$ cat src/design/rpu_pkg.sv
// Shared types, codes and constants of the Rprop parameter update core.
package rpu_pkg;

  localparam int LANES_DEF  = 4;
  localparam int IN_LANES   = 4;
  localparam int VAL_W      = 32;
  localparam int STEP_W     = 31;
  localparam int ETA_W      = 16;
  localparam int ETA_FRAC   = 12;
  localparam int EPS_W      = 31;
  localparam int CNT_W      = 16;
  localparam int REQ_W      = 3;
  localparam int STAT_W     = 3;
  localparam int CFG_IDX_W  = 2;
  localparam int CFG_DATA_W = 31;

  // request kinds
  localparam logic [REQ_W-1:0] REQ_LOAD_GUESS = 3'd0;
  localparam logic [REQ_W-1:0] REQ_LOAD_STEP  = 3'd1;
  localparam logic [REQ_W-1:0] REQ_LOAD_LOWER = 3'd2;
  localparam logic [REQ_W-1:0] REQ_LOAD_UPPER = 3'd3;
  localparam logic [REQ_W-1:0] REQ_GRADIENT   = 3'd4;

  // result status codes
  localparam logic [STAT_W-1:0] ST_LOADED    = 3'd0;
  localparam logic [STAT_W-1:0] ST_CONTINUE  = 3'd1;
  localparam logic [STAT_W-1:0] ST_CONVERGED = 3'd2;
  localparam logic [STAT_W-1:0] ST_LIMIT     = 3'd3;
  localparam logic [STAT_W-1:0] ST_REJECTED  = 3'd4;

  // configuration register indexes
  localparam logic [CFG_IDX_W-1:0] CFG_ETA_INC  = 2'd0;
  localparam logic [CFG_IDX_W-1:0] CFG_ETA_DEC  = 2'd1;
  localparam logic [CFG_IDX_W-1:0] CFG_EPSILON  = 2'd2;
  localparam logic [CFG_IDX_W-1:0] CFG_MAX_ITER = 2'd3;

  localparam logic [ETA_W-1:0] ETA_INC_RST  = 16'd4915;
  localparam logic [ETA_W-1:0] ETA_DEC_RST  = 16'd2048;
  localparam logic [EPS_W-1:0] EPSILON_RST  = 31'd66;
  localparam logic [CNT_W-1:0] MAX_ITER_RST = 16'd1000;

  localparam logic signed [VAL_W-1:0] VAL_MAX = {1'b0, {(VAL_W-1){1'b1}}};
  localparam logic signed [VAL_W-1:0] VAL_MIN = {1'b1, {(VAL_W-1){1'b0}}};

  typedef struct packed {
    logic [REQ_W-1:0]        req_type;
    logic signed [VAL_W-1:0] lane_value_0;
    logic signed [VAL_W-1:0] lane_value_1;
    logic signed [VAL_W-1:0] lane_value_2;
    logic signed [VAL_W-1:0] lane_value_3;
  } in_t;

  typedef struct packed {
    logic signed [VAL_W-1:0] guess_0;
    logic signed [VAL_W-1:0] guess_1;
    logic signed [VAL_W-1:0] guess_2;
    logic signed [VAL_W-1:0] guess_3;
    logic [STAT_W-1:0]       status;
    logic [CNT_W-1:0]        iteration_count;
  } out_t;

  // per-item commands from the merge stage to every lane
  typedef struct packed {
    logic ld_guess;
    logic ld_step;
    logic ld_lower;
    logic ld_upper;
    logic grad;
    logic first_pend;
  } lane_ctrl_t;

endpackage

$ cat src/design/rpu_lane.sv
// One parameter lane: step adaptation, guess move, clamp and move check.
module rpu_lane (
  input  logic                                clk,
  input  logic                                rst_n,
  input  rpu_pkg::lane_ctrl_t                 ctrl,
  input  logic signed [rpu_pkg::VAL_W-1:0]    value,
  input  logic [rpu_pkg::ETA_W-1:0]           eta_inc,
  input  logic [rpu_pkg::ETA_W-1:0]           eta_dec,
  input  logic [rpu_pkg::EPS_W-1:0]           epsilon,
  output logic signed [rpu_pkg::VAL_W-1:0]    guess_nxt,
  output logic                                small_move
);
  import rpu_pkg::*;

  // step * eta >> 12, saturated to the positive range
  function automatic logic [STEP_W-1:0] scale_step(input logic [STEP_W-1:0] step,
                                                   input logic [ETA_W-1:0]  eta);
    logic [STEP_W+ETA_W-1:0] prod;
    logic [STEP_W+ETA_W-1:0] shifted;
    prod    = step * eta;
    shifted = prod >> ETA_FRAC;
    if (|shifted[STEP_W+ETA_W-1:STEP_W]) begin
      return {STEP_W{1'b1}};
    end
    return shifted[STEP_W-1:0];
  endfunction

  logic signed [VAL_W-1:0] guess_r, lo_r, hi_r;
  logic [STEP_W-1:0]       step_r, step_inc_r, step_dec_r;
  logic                    sgn_pos_r, sgn_neg_r;

  logic                    pos, neg, flip, keep;
  logic [STEP_W-1:0]       step_new, step_nxt;
  logic signed [VAL_W:0]   guess_ext, step_ext, cand, upd, d, mag;
  logic signed [VAL_W-1:0] moved;

  always_comb begin
    pos  = ~value[VAL_W-1] & (|value);
    neg  = value[VAL_W-1];
    flip = (pos & sgn_neg_r) | (neg & sgn_pos_r);
    keep = (pos & sgn_pos_r) | (neg & sgn_neg_r);

    if (ctrl.first_pend) begin
      step_new = step_r;
    end else if (flip) begin
      step_new = step_dec_r;
    end else if (keep) begin
      step_new = step_inc_r;
    end else begin
      step_new = step_r;
    end

    guess_ext = {guess_r[VAL_W-1], guess_r};
    step_ext  = signed'({2'b00, step_new});
    if (pos) begin
      cand = guess_ext + step_ext;
    end else if (neg) begin
      cand = guess_ext - step_ext;
    end else begin
      cand = guess_ext;
    end

    // upper limit first, lower wins when the limits cross
    upd = cand;
    if (upd > $signed({hi_r[VAL_W-1], hi_r})) begin
      upd = {hi_r[VAL_W-1], hi_r};
    end
    if (upd < $signed({lo_r[VAL_W-1], lo_r})) begin
      upd = {lo_r[VAL_W-1], lo_r};
    end
    moved = upd[VAL_W-1:0];

    d          = upd - guess_ext;
    mag        = d[VAL_W] ? -d : d;
    small_move = mag[VAL_W-1:0] < {1'b0, epsilon};

    if (ctrl.ld_guess) begin
      guess_nxt = value;
    end else if (ctrl.grad) begin
      guess_nxt = moved;
    end else begin
      guess_nxt = guess_r;
    end

    if (ctrl.ld_step) begin
      step_nxt = value[STEP_W-1:0];
    end else if (ctrl.grad) begin
      step_nxt = step_new;
    end else begin
      step_nxt = step_r;
    end
  end

  // scaled copies follow step_nxt so they are ready for the very next item
  always_ff @(posedge clk) begin
    if (!rst_n) begin
      guess_r    <= '0;
      step_r     <= '0;
      step_inc_r <= '0;
      step_dec_r <= '0;
      sgn_pos_r  <= 1'b0;
      sgn_neg_r  <= 1'b0;
      lo_r       <= VAL_MIN;
      hi_r       <= VAL_MAX;
    end else begin
      guess_r    <= guess_nxt;
      step_r     <= step_nxt;
      step_inc_r <= scale_step(step_nxt, eta_inc);
      step_dec_r <= scale_step(step_nxt, eta_dec);
      if (ctrl.grad) begin
        sgn_pos_r <= pos;
        sgn_neg_r <= neg;
      end
      if (ctrl.ld_lower) begin
        lo_r <= value;
      end
      if (ctrl.ld_upper) begin
        hi_r <= value;
      end
    end
  end

endmodule

$ cat config.mk
export PLATFORM = sky130hd
export DESIGN_NAME = rpu_lane
export DESIGN_NICKNAME = d
export VERILOG_FILES = /design/src/design/rpu_pkg.sv /design/src/design/rpu_lane.sv
export SDC_FILE = /design/constraint.sdc
export NUM_CORES = 2
export LEC_CHECK = 0
export ABC_AREA = 1
export BUFFER_PORTS_ARGS = -buffer_cell sky130_fd_sc_hd__buf_2
export CAP_MARGIN = 20
export CORE_UTILIZATION = 60
export CTS_CLUSTER_SIZE = 20
export DETAILED_ROUTE_END_ITERATION = 7
export PLACE_DENSITY = 0.8
export SETUP_SLACK_MARGIN = 0.05
export SLEW_MARGIN = 20
export SYNTH_ARGS = -nofsm -noshare
export SYNTH_HDL_FRONTEND = slang
export SYNTH_SLANG_ARGS = --single-unit
$ cat constraint.sdc
create_clock -name clk -period 22.7 [get_ports clk]
set_input_delay 4.54 -clock clk [delete_from_list [all_inputs] [get_ports clk]]
set_output_delay 4.54 -clock clk [all_outputs]
set_load 0.02 [all_outputs]
; ---- Word level (Yosys, flattened, before mapping)
; Index checks and enable logic that the tools add are counted.
; Widths: inputs -> output; s select.
[word_totals]
in_bits = 103
register_bits = 191
out_inout_bits = 33
[op_classes]
muxes = 20
reduce_logical = 3
addsub = 4
n_bitwise = 8
magnitude_cmp = 3
mul = 2
[op_table]
columns = operator, count
row1 = $mux 31, 9
row2 = $mux 33, 4
row3 = $mux 32, 3
row4 = $mul 31x16->47, 2
row5 = $add 32x32->33, 1
row6 = $gt 33x32->1, 1
row7 = $lt 33x32->1, 1
row8 = $sub 32x32->33, 1
row9 = $sub 33x32->33, 1
row10 = $lt 32x31->1, 1
row11 = $neg 32->32, 1
row12 = $reduce_or 32->1, 1
row13 = $reduce_or 4->1, 2
row14 = $and 1x1->1, 5
row15 = $mux 1, 4
row16 = $or 1x1->1, 2
row17 = $not 1->1, 1

; ---- Longest topological paths before layout
[depth]
ltp_word = 18
mapped_depth = 99

; ---- Worst setup path after synthesis
; Ideal clock, no wire load.
[synth_path]
path_kind = input-to-output
startpoint = input port value[1] in the netlist's numbering
endpoint = output port small_move
setup_slack_ns = 2.657
cell_stages = 89
t_arrival_ns = 15.503
n_path_buf = 7
required_time_ns = 18.160
path_cell_list = inv_1 -> nand2_1 -> nor2_1 -> nand2_1 -> nor2_1 -> nand2_2 -> nand3_1 -> nand2_2 -> inv_1 -> buf_2 -> buf_2 -> nand3_1 -> a22oi_1 -> inv_1 -> ha_1 -> buf_2 -> inv_1 -> nor3_1 -> [... 53 more ...] -> buf_6 -> buf_4 -> nand2_1 -> nand2_1 -> inv_1 -> ha_1 -> a21oi_1 -> o21ai_0 -> a21oi_1 -> nor3_1 -> o21ai_0 -> a21oi_1 -> o31ai_1 -> a31oi_1 -> o211ai_1 -> nand2_1 -> a21o_1 -> a21oi_1
[synth_between]
elab_chain_cells = 18
[synth_lines]
columns = element, line
row1 = "start, declared", rpu_lane.sv:6  ; input logic signed [rpu_pkg::VAL_W-1:0] value,
row2 = $reduce_or 32->1 *, rpu_lane.sv:38  ; pos = ~value[VAL_W-1] & (|value);
row3 = $and 1x1->1 *, rpu_lane.sv:38
row4 = $and 1x1->1, rpu_lane.sv:41  ; keep = (pos & sgn_pos_r) | (neg & sgn_neg_r);
row5 = $or 1x1->1, rpu_lane.sv:41
row6 = $mux 31, rpu_lane.sv:47  ; end else if (keep) begin
row7 = $mux 31, rpu_lane.sv:45  ; end else if (flip) begin
row8 = $mux 31, rpu_lane.sv:43  ; if (ctrl.first_pend) begin
row9 = $sub 32x32->33, rpu_lane.sv:58  ; cand = guess_ext - step_ext;
row10 = [... 2 more ...], --
row11 = $gt 33x32->1, rpu_lane.sv:65  ; if (upd > $signed({hi_r[VAL_W-1], hi_r})) begin
row12 = $mux 33 *, rpu_lane.sv:65
row13 = $lt 33x32->1, rpu_lane.sv:68  ; if (upd < $signed({lo_r[VAL_W-1], lo_r})) begin
row14 = $mux 33 *, rpu_lane.sv:68
row15 = $sub 33x32->33 *, rpu_lane.sv:73  ; d = upd - guess_ext;
row16 = $neg 32->32, rpu_lane.sv:74  ; mag = d[VAL_W] ? -d : d;
row17 = $mux 32 *, rpu_lane.sv:74
row18 = $lt 32x31->1 *, rpu_lane.sv:75  ; small_move = mag[VAL_W-1:0] < {1'b0, epsilon};
row19 = "end, declared", rpu_lane.sv:11  ; output logic small_move
; Mark *: on every way between the ends. The rest lies on a longest branch, timed or not.

; ---- Worst setup path in the final report
[layout_path]
startpoint = input port value[8] in the netlist's numbering
endpoint = output port small_move
; The elaborated chain is that of the path after synthesis.

==> reports/metrics.csv <==
stage,metric,value,unit
floorplan,core_area,80400,um2
floorplan,die_h,287,um
floorplan,chipWidth,287,um
clocking,cts_made_buffers,17,
drt,drc_errors,1,
global_routing,grt_util_all_layers,46.4,%
timing,fin_skew,0.0133,ns
final_layout,drive_gt1_share,9.35,%
drt,wl_per_cell,24.0,um
yosys,synth-edff-count,0,
drt,via_per_inst,6.03,
yosys,ys_types,58,
drt,drt-total-wl,191000,um
setup_path,reg2reg_slack,12.16,ns
setup_path,crit_type,primary input to output pin,
yosys,synth_area,48700,um2
yosys,yosys_warnings,0,
yosys,syn_area_per_cell,7.24,um2
global_routing,grt_overflow,0,
yosys,ys.flop_type,dfxtp_1,
setup_path,max_stage_delay,0.40,ns
timing,setup_slack,0.849,ns
place,dpl_cell_area,51900,um2
setup_path,crit_path_end_kind,output pin,
global_routing,grt_pass1_vias,48500,
floorplan,die-area,82200,um2
yosys,ys_seq_area_share,7.86,%
yosys,synth_area_leaders,"fa_1 33%, ha_1 11%, nand2_1 11%",
setup_path,cp.arrival,17.31,ns
clocking,clockBufferDepth,2,
clocking,cts_sinks,191,
run_status,run_status,finished with violations,
timing,finalHoldViolCount,0,
floorplan,io_pins,136,
final_layout,fin_area,53100,um2
run,cap_violations,0,
clocking,clkLatencyLatePin,0.48,ns
place,port_buffers,135,
final_layout,layout.nets,8246,
timing,finalSetupViolCount,0,
yosys,synth_commonest_cells,"1422 x nand2_1, 1297 x inv_1, 809 x fa_1",
global_routing,grt_pass1_wl,284000,um
global_routing,antenna_found_initial,7,
place,dp_slack,0.0280,ns
setup_path,crit_path_frequent_cell,nand2_1,
setup_path,cpMaxStageDelayCell,fa_2,
drt,ant_nets,0,
clocking,cts_tree,yes,
drt,first_iter_violations,5060,
clocking,cts_max_level,4,
yosys,yosysMostFrequentCell,nand2_1,
timing,fmax,45.8,MHz
place,place_congestion,1.10,
setup_path,path_max_fanout,36,
yosys,synth_nets,8065,
timing,finalCritPeriodShare,96.3,%
min_path,hold_class,register to register,
final_layout,fillers,6936,
drt,drtPass1Iterations,8,
clocking,root_buffer,clkbuf_16,
timing,timing.max_slew.rel_slack,23.9,%
global_routing,grt_max_degree,76,
run_status,violations,DRC,
yosys,netlist_instances,6726,
place,post-dp-hpwl,156000,um
timing,slew_violations,0,
floorplan,row_count,104,
setup_path,startpoint_type,primary input,
drt,vias,48100,
floorplan,initial_core_util,60.5,%
timing,fin_setup_tns,0,ns
yosys,post-synth-top-area-cell,fa_1,
yosys,synth.top_cell.area_share,33.3,%
timing,tightest_slew,1.13,ns
yosys,ys_seq_elements,191,
final_layout,final_util,66.0,%
clocking,clk_pin_slew,0.08,ns
yosys,ys_async_sr_fraction,0,%
setup_path,required,18.16,ns
final_layout,area_growth,9.10,%
timing,period_needed,21.85,ns
-- critical path: cells and delay by family --
kind / cells / cell delay [ns]
AOI/OAI and AO/OA: 24 / 4.09
adders and majority gates: 6 / 1.61
buffers and inverters: 16 / 2.18
and+or+nand+nor: 44 / 4.83
-- layout by cell type (no fill, tap or decap), types with 133 or more instances in the layout --
master / netlist / final
ha_1: 427 / 417
dfxtp_1: 191 / 191
inv_1: 1297 / 1292
buf_4: 1 / 314
nand2_1: 1422 / 1420
nand3_1: 140 / 136
a21oi_1: 548 / 530
o21ai_0: 365 / 348
nor2_1: 663 / 653
buf_2: 62 / 133
fa_1: 809 / 808
-- what timing repair did --
item,in CTS,in global routing
setup buffers,0,3
pin swaps,0,11
resized for setup,1,117
setup endpoints to repair,1,1
hold buffers,0,0
-- metal layers --
layer | vias to the layer above | global-route usage, % | wire [um]
met1 | 22900 | 54.6 | 66400
met2 | 3323 | 73.3 | 84900
met4 | 6 | 32.8 | 16100
li1 | 21100 | - | -
met5 | - | 0 | 46
met3 | 874 | 13.2 | 23900
-- kinds of logic after synthesis --
family / synth area share (%)
xor+xnor: 2.61
flops: 7.86
compound gates: 12.8
fa+ha+maj: 44.3
simple gates: 19.6
buf+inv: 12.8
-- cell type report --
class	count	area [um2]	area share (%)
sequential	191	3820	7.20
multi-input combinational	4915	39100	73.6
clock inverter	14	175	0.330
inverter	1324	4980	9.37
timing repair buffer	458	3270	6.16
antenna	6	15.0	0.0283
tap	1060	1330	2.50
clock buffer	17	425	0.801
-- path summary, 6_finish.rpt --
check,from,to,cells after the start
min reg2reg,hi_r[13],hi_r[13],2
min,hi_r[13],hi_r[13],2
max,value[8],small_move,90
max reg2reg,sgn_neg_r,step_inc_r[7],37
-- through the flow --
| step | hold WS [ns] | instances |
|---|---|---|
| floorplan | 0.448 | 6726 |
| global placement | 0.481 | 7939 |
| detailed placement | 0.499 | 7942 |
| CTS | 0.510 | 7973 |
| global route | 0.540 | 7979 |
| finish | 0.509 | 7985 |
-- state kept, by name (all words and copies together) (netlist names) --
| name | count |
|---|---|
| step_r | 31 |
| lo_r | 32 |
| step_inc_r | 31 |
| hi_r | 32 |
| step_dec_r | 31 |
| sgn_pos_r | 1 |
| sgn_neg_r | 1 |
| guess_r | 32 |
Power is left out: the tool's default activity adds up to more than one toggle a clock period on the data nets, which glitch-free logic cannot reach.
