--- config.mk ---
export PLATFORM = sky130hd
export DESIGN_NAME = rpu_merge
export DESIGN_NICKNAME = d
export VERILOG_FILES = /design/src/design/rpu_pkg.sv /design/src/design/rpu_merge.sv
export SDC_FILE = /design/constraint.sdc
export NUM_CORES = 1
export LEC_CHECK = 0
export BUFFER_PORTS_ARGS = -buffer_cell sky130_fd_sc_hd__buf_2
export CAP_MARGIN = 0
export CORE_MARGIN = 2
export CORE_UTILIZATION = 35
export CTS_BUF_LIST = sky130_fd_sc_hd__clkbuf_16
export CTS_CLUSTER_DIAMETER = 30
export DETAILED_ROUTE_END_ITERATION = 16
export PLACE_DENSITY = 0.69
export REMOVE_ABC_BUFFERS = 1
export SYNTH_ARGS = -nofsm -noshare
export SYNTH_HDL_FRONTEND = slang
export SYNTH_SLANG_ARGS = --single-unit
--- constraint.sdc ---
create_clock -name clk -period 3.2 [get_ports clk]
set_input_delay 0.64 -clock clk [delete_from_list [all_inputs] [get_ports clk]]
set_output_delay 0.64 -clock clk [all_outputs]
set_load 0.02 [all_outputs]
--- src/design/rpu_pkg.sv ---
// Shared types, codes and constants of the Rprop parameter update core.
package rpu_pkg;

  localparam int LANES_DEF  = 4;
  localparam int IN_LANES   = 4;
  localparam int VAL_W      = 32;
  localparam int STEP_W     = 31;
  localparam int ETA_W      = 16;
  localparam int ETA_FRAC   = 12;
  localparam int EPS_W      = 31;
  localparam int CNT_W      = 16;
  localparam int REQ_W      = 3;
  localparam int STAT_W     = 3;
  localparam int CFG_IDX_W  = 2;
  localparam int CFG_DATA_W = 31;

  // request kinds
  localparam logic [REQ_W-1:0] REQ_LOAD_GUESS = 3'd0;
  localparam logic [REQ_W-1:0] REQ_LOAD_STEP  = 3'd1;
  localparam logic [REQ_W-1:0] REQ_LOAD_LOWER = 3'd2;
  localparam logic [REQ_W-1:0] REQ_LOAD_UPPER = 3'd3;
  localparam logic [REQ_W-1:0] REQ_GRADIENT   = 3'd4;

  // result status codes
  localparam logic [STAT_W-1:0] ST_LOADED    = 3'd0;
  localparam logic [STAT_W-1:0] ST_CONTINUE  = 3'd1;
  localparam logic [STAT_W-1:0] ST_CONVERGED = 3'd2;
  localparam logic [STAT_W-1:0] ST_LIMIT     = 3'd3;
  localparam logic [STAT_W-1:0] ST_REJECTED  = 3'd4;

  // configuration register indexes
  localparam logic [CFG_IDX_W-1:0] CFG_ETA_INC  = 2'd0;
  localparam logic [CFG_IDX_W-1:0] CFG_ETA_DEC  = 2'd1;
  localparam logic [CFG_IDX_W-1:0] CFG_EPSILON  = 2'd2;
  localparam logic [CFG_IDX_W-1:0] CFG_MAX_ITER = 2'd3;

  localparam logic [ETA_W-1:0] ETA_INC_RST  = 16'd4915;
  localparam logic [ETA_W-1:0] ETA_DEC_RST  = 16'd2048;
  localparam logic [EPS_W-1:0] EPSILON_RST  = 31'd66;
  localparam logic [CNT_W-1:0] MAX_ITER_RST = 16'd1000;

  localparam logic signed [VAL_W-1:0] VAL_MAX = {1'b0, {(VAL_W-1){1'b1}}};
  localparam logic signed [VAL_W-1:0] VAL_MIN = {1'b1, {(VAL_W-1){1'b0}}};

  typedef struct packed {
    logic [REQ_W-1:0]        req_type;
    logic signed [VAL_W-1:0] lane_value_0;
    logic signed [VAL_W-1:0] lane_value_1;
    logic signed [VAL_W-1:0] lane_value_2;
    logic signed [VAL_W-1:0] lane_value_3;
  } in_t;

  typedef struct packed {
    logic signed [VAL_W-1:0] guess_0;
    logic signed [VAL_W-1:0] guess_1;
    logic signed [VAL_W-1:0] guess_2;
    logic signed [VAL_W-1:0] guess_3;
    logic [STAT_W-1:0]       status;
    logic [CNT_W-1:0]        iteration_count;
  } out_t;

  // per-item commands from the merge stage to every lane
  typedef struct packed {
    logic ld_guess;
    logic ld_step;
    logic ld_lower;
    logic ld_upper;
    logic grad;
    logic first_pend;
  } lane_ctrl_t;

endpackage

--- src/design/rpu_merge.sv ---
// Merge stage: combines lane findings, run status and iteration counter.
module rpu_merge (
  input  logic                          clk,
  input  logic                          rst_n,
  input  logic                          fire,
  input  logic [rpu_pkg::REQ_W-1:0]     req_type,
  input  logic                          neg_any,
  input  logic                          small_all,
  input  logic [rpu_pkg::CNT_W-1:0]     max_iter,
  output rpu_pkg::lane_ctrl_t           ctrl,
  output logic [rpu_pkg::STAT_W-1:0]    status,
  output logic [rpu_pkg::CNT_W-1:0]     cnt_nxt
);
  import rpu_pkg::*;

  logic [CNT_W-1:0]  cnt_r;
  logic [STAT_W-1:0] run_r, run_nxt;
  logic              first_r, first_nxt;
  logic              steps_ok_r, steps_ok_nxt;
  logic              load_ok;

  always_comb begin
    ctrl            = '0;
    ctrl.first_pend = first_r;
    status          = ST_REJECTED;
    cnt_nxt         = cnt_r;
    run_nxt         = run_r;
    first_nxt       = first_r;
    steps_ok_nxt    = steps_ok_r;
    load_ok         = 1'b0;

    if (fire) begin
      unique case (req_type) inside
        REQ_LOAD_GUESS, REQ_LOAD_STEP, REQ_LOAD_LOWER, REQ_LOAD_UPPER: begin
          load_ok = !((req_type == REQ_LOAD_STEP) && neg_any);
          if (!load_ok) begin
            steps_ok_nxt = 1'b0;
          end else begin
            ctrl.ld_guess = (req_type == REQ_LOAD_GUESS);
            ctrl.ld_step  = (req_type == REQ_LOAD_STEP);
            ctrl.ld_lower = (req_type == REQ_LOAD_LOWER);
            ctrl.ld_upper = (req_type == REQ_LOAD_UPPER);
            if (req_type == REQ_LOAD_STEP) begin
              steps_ok_nxt = 1'b1;
            end
            first_nxt = 1'b1;
            cnt_nxt   = '0;
            run_nxt   = ST_LOADED;
            status    = ST_LOADED;
          end
        end
        REQ_GRADIENT: begin
          if (!steps_ok_r) begin
            status = ST_REJECTED;
          end else if (run_r == ST_CONVERGED || run_r == ST_LIMIT) begin
            status = run_r;
          end else begin
            ctrl.grad = 1'b1;
            first_nxt = 1'b0;
            if (small_all) begin
              run_nxt = ST_CONVERGED;
            end else if (cnt_r > max_iter) begin
              run_nxt = ST_LIMIT;
            end else begin
              if (cnt_r != {CNT_W{1'b1}}) begin
                cnt_nxt = cnt_r + 1'b1;
              end
              run_nxt = ST_CONTINUE;
            end
            status = run_nxt;
          end
        end
        default: begin
          status = ST_REJECTED;
        end
      endcase
    end
  end

  always_ff @(posedge clk) begin
    if (!rst_n) begin
      cnt_r      <= '0;
      run_r      <= ST_LOADED;
      first_r    <= 1'b1;
      steps_ok_r <= 1'b1;
    end else begin
      cnt_r      <= cnt_nxt;
      run_r      <= run_nxt;
      first_r    <= first_nxt;
      steps_ok_r <= steps_ok_nxt;
    end
  end

endmodule

== Word-level counts from Yosys, hierarchy flattened ==
Index checks and enable logic that the tools add are counted.

* Bits of input ports: 24
* Bits in registers: 21
* Output and inout port bits: 25
* Word-level logic and storage cells: 55

* Equal/unequal tests: 10
* Multiplexer cells: 30
* Magnitude comparators: 1
* $add $sub $neg: 1
* Reductions and logical operators: 9

{| class="wikitable"
|+ Operators with widths
! operator !! number
|-
| 2-to-1 mux 16 bit || 7
|-
| case mux 16 bit (2 select lines) || 1
|-
| 2-to-1 mux 3 bit || 6
|-
| adder 16 x 1 -> 16 bit, second input constant || 1
|-
| greater-than comparator 16 bit || 1
|-
| != test 16 bit, second input constant || 1
|-
| == test 3 x 2 -> 1 bit, second input constant || 4
|-
| case mux 3 bit (2 select lines) || 2
|-
| 2-to-1 mux 1 bit || 8
|-
| 2-to-1 mux 4 bit || 2
|-
| != test 2 bit, second input constant || 3
|-
| 2-to-1 mux 5 bit || 1
|-
| AND reduction 5 bit || 1
|-
| 2-to-1 mux 2 bit || 2
|-
| AND reduction 4 bit || 1
|-
| nonzero test 2 bit || 2
|-
| OR reduction 4 bit || 1
|-
| == test 3 x 1 -> 1 bit, second input constant || 1
|-
| == test 3 bit, second input constant || 1
|-
| zero test 3 bit || 1
|-
| AND reduction 3 bit || 1
|-
| case mux 1 bit (2 select lines) || 1
|-
| logical AND 1 bit || 1
|-
| logical OR 1 bit || 1
|}

== Logic depth before layout (Yosys ltp) ==
* Depth after elaboration: 8
* Gate-level depth with buffers: 10
* Depth with buffers taken out: 9

== Worst setup path before layout ==
Ideal clock, no wire load.

* Path kind: input to output
* Start point: in max_iter[15] (netlist bit)
* End point: out cnt_nxt[13] (netlist bit)
* Required time: 2560 ps
* Setup slack: -306 ps
* Stages: 9
* Path buffers: 0
* Arrival time: 2866 ps
* Cell sequence: inv_1 ha_1 nand4_2 nor2_1 or3_4 o31a_1 nor3_1 a31oi_1 nor3b_1

* Longest elaborated chain between the ends: 7

{| class="wikitable"
|+ Ends and longest elaborated chain
! item !! RTL line !! RTL
|-
| start, declared || rpu_merge.sv:9 || <nowiki>input logic [rpu_pkg::CNT_W-1:0] max_iter,</nowiki>
|-
| greater-than comparator 16 bit || rpu_merge.sv:62 || <nowiki>end else if (cnt_r > max_iter) begin</nowiki>
|-
| 2-to-1 mux 16 bit || rpu_merge.sv:62 ||
|-
| 2-to-1 mux 16 bit || rpu_merge.sv:60 || <nowiki>if (small_all) begin</nowiki>
|-
| 2-to-1 mux 16 bit || rpu_merge.sv:55 || <nowiki>end else if (run_r == ST_CONVERGED || run_r == ST_LIMIT) begin</nowiki>
|-
| 2-to-1 mux 16 bit || rpu_merge.sv:53 || <nowiki>if (!steps_ok_r) begin</nowiki>
|-
| case mux 16 bit (2 select lines) || rpu_merge.sv:33 || <nowiki>unique case (req_type) inside</nowiki>
|-
| 2-to-1 mux 16 bit || rpu_merge.sv:32 || <nowiki>if (fire) begin</nowiki>
|-
| end, declared || rpu_merge.sv:12 || <nowiki>output logic [rpu_pkg::CNT_W-1:0] cnt_nxt</nowiki>
|}

No other way between the ends.

== Worst setup path in the final report ==
* Start point: in max_iter[11] (netlist bit)
* End point: out cnt_nxt[3] (netlist bit)

The elaborated chain is that of the path after synthesis.

==> results.json <==
{
  "dp_hpwl_um": 4470,
  "detail_route.vias_per_cell": 5.70,
  "gp_routability_congestion": 0.952,
  "grt_first_pass_wirelength_um": 10700,
  "rsz0062_at_grt": "yes",
  "static-leakage-power_nw": 1.26,
  "yosysTopAreaCellShare": 0.228,
  "seq_area_um2": 420,
  "cts_sinks": 21,
  "worst_ep_arrival_time_ns": 3.00,
  "worst-slew-pin-transition_ns": 0.908,
  "multi_input_gate_area_in_the_final_layout_mm2": 0.00166,
  "initial_antenna_violation_count": 0,
  "io_pins": 49,
  "flops_latches_synth": 21,
  "tritoncts_clock_tree": "done",
  "initial_core_util": 0.363,
  "cap_viol_max_count": 0,
  "yosys.area.top_type": "sky130_fd_sc_hd__dfxtp_1",
  "cp_data_required_time_ns": 2.56,
  "layout-drive-gt1-share": 0.482,
  "critPathCaptureType": "output pin",
  "max-vdd-ir-drop_v": 0.000161,
  "pre_cts_setup_slack_ns": -0.446,
  "row_count": 26,
  "min_period_ns": 3.64,
  "fin_skew_ns": 0.00344,
  "cts.reportedPaths.clkPinSlew_ns": 0.06,
  "finalWirelength_um": 6700,
  "grt_pass1_vias": 2234,
  "clock_latency_ns": 0.26,
  "synth_edf_count": 0,
  "h_tree_levels": 1,
  "cts_buffer_depth": 2,
  "timing.fmax_ghz": 0.274,
  "design.final.nets": 372,
  "setup_violations": 16,
  "synthCells": 245,
  "run_status": "finished with violations",
  "globalRoute.totalOverflow": 0,
  "chipWidth_um": 76.5,
  "detailedRoute.firstPassIterationCount": 4,
  "drtIter0Drc": 199,
  "final-hold-violation-count": 0,
  "min_period_over_period": 1.14,
  "post_synth_instance_area_mm2": 0.00184,
  "core_area_mm2": 0.00507,
  "synth_top_area_cells": "sky130_fd_sc_hd__dfxtp_1 (23%), sky130_fd_sc_hd__ha_1 (12%), sky130_fd_sc_hd__a21oi_1 (5.2%)",
  "timing.slew.headroom": 0.390,
  "numPortBuffers": 48,
  "detail_route_antenna_nets": 0,
  "grt_max_degree": 21,
  "min_path_type": "reg2reg",
  "synth.yosys.seq_area_share": 0.228,
  "synth.lib_cells_used.distinct": 56,
  "failing_checks": "negative setup slack",
  "flow.area_growth_from_synthesis_pct": 63.2,
  "yosysMostFrequentCell": "sky130_fd_sc_hd__nand2_1",
  "grt_usage": 0.224,
  "n_antenna_cell": 0,
  "fp.dieH_um": 76.5,
  "synth_top_flop_cell": "sky130_fd_sc_hd__dfxtp_1",
  "async_flop_share": 0,
  "critPathKind": "in2out",
  "finalWorstSetupSlack_ns": -0.444,
  "numCtsBuffers": 3,
  "synth.cells.most_frequent": "sky130_fd_sc_hd__nand2_1 (25), sky130_fd_sc_hd__dfxtp_1 (21), sky130_fd_sc_hd__a21oi_1 (19), sky130_fd_sc_hd__inv_1 (18), sky130_fd_sc_hd__ha_1 (17)",
  "power.density_cell_area_mw_per_mm2": 232,
  "drc": 0,
  "finalSetupTns_ns": -4.75,
  "fillCellCount": 490,
  "die_area_mm2": 0.00585,
  "detailroute.via_count": 2278,
  "worst-path-max-fanout": 5,
  "ctsRootBufferMaster": "sky130_fd_sc_hd__clkbuf_16",
  "dr_wl_cell_um": 16.7,
  "synthesis.yosys.warnings": 0,
  "design_power_total_uw": 696,
  "timing_max_transition_violations_final": 0,
  "synth.avg_cell_area_um2": 7.51,
  "worst_setup_path_start_kind": "input pin"
}
==> sequential cells by signal (all words and copies together), names as in the netlist <==
name	flops
steps_ok_r	1
cnt_r	16
first_r	1
run_r	3
==> cell usage in the layout (no fill, tap or decap), types with 9 or more instances in the layout <==
master / count
sky130_fd_sc_hd__inv_2: 9
sky130_fd_sc_hd__dfxtp_1: 21
sky130_fd_sc_hd__nand2_1: 22
sky130_fd_sc_hd__a21oi_1: 11
sky130_fd_sc_hd__buf_2: 28
sky130_fd_sc_hd__nor3_1: 9
sky130_fd_sc_hd__nor2_1: 14
sky130_fd_sc_hd__ha_4: 12
sky130_fd_sc_hd__buf_6: 20
sky130_fd_sc_hd__buf_4: 42
sky130_fd_sc_hd__nand3_1: 11
==> worst paths after layout <==
path                              startpoint    endpoint  slack [ns]  depth (start not counted)
worst max-delay path            max_iter[11]  cnt_nxt[3]       -0.44                         12
worst min-delay path                 first_r     first_r        0.45                          1
worst max register to register     cnt_r[11]    cnt_r[5]        0.47                         11
worst min register to register       first_r     first_r        0.45                          1
==> power by group <==
group / switching (mW) / internal (mW) / total [mW]
Combinational: 0.0819 / 0.0647 / 0.147
Clock: 0.115 / 0.169 / 0.283
Sequential: 0.00265 / 0.263 / 0.266
Total: 0.199 / 0.497 / 0.696
==> per-layer routing <==
layer / track usage / share of wire / up-vias
li1: - / - / 1087
met1: 0.277 / 0.41 / 1087
met2: 0.387 / 0.51 / 84
met3: 0.0237 / 0.052 / 20
met4: 0.105 / 0.026 / 0
met5: 0 / 0 / -
==> cell families after synthesis <==
kind of cell | Yosys count | share of synthesized area
flip-flops | 21 | 0.228
buffers and inverters | 28 | 0.0673
AND/OR/NAND/NOR | 117 | 0.354
AO/OA/AOI/OAI | 62 | 0.235
adder cells (fa/ha/maj) | 17 | 0.116
==> cell type report <==
type / count / share of cell area
multi-input combinational: 196 / 0.552
clock buffer: 3 / 0.0250
clock inverter: 1 / 0.00167
tap: 70 / 0.0292
timing repair buffer: 90 / 0.227
inverter: 19 / 0.0254
sequential: 21 / 0.140
==> through the flow <==
stage / instance area (um^2) / std cells / hold slack [ns] / utilization
after global routing: 3000 / 400 / 0.484 / 0.592
after global placement: 2370 / 388 / 0.438 / 0.467
after floorplan: 1790 / 236 / 0.453 / -
after CTS: 2800 / 397 / 0.457 / 0.552
final: 3000 / 400 / 0.450 / 0.592
after detailed placement: 2370 / 388 / 0.442 / 0.467
==> repair_timing <==
item                       CTS  global route
hold buffers                 0             0
pin swaps                   26            26
setup endpoints to repair   17            17
setup buffers                5             3
gates resized for setup     64            41
==> critical path, cell delays in order <==
cell and delay, ns:
sky130_fd_sc_hd__buf_6 0.10, sky130_fd_sc_hd__inv_4 0.04, sky130_fd_sc_hd__ha_4 0.19, sky130_fd_sc_hd__a21oi_2 0.15, sky130_fd_sc_hd__nor2_2 0.05, sky130_fd_sc_hd__or3_4 0.41
sky130_fd_sc_hd__o31ai_4 0.31, sky130_fd_sc_hd__buf_4 0.17, sky130_fd_sc_hd__nand3_4 0.11, sky130_fd_sc_hd__or4_4 0.60, sky130_fd_sc_hd__nand3_2 0.09, sky130_fd_sc_hd__buf_6 0.12
No activity file was read; power rests on OpenSTA's default activity.
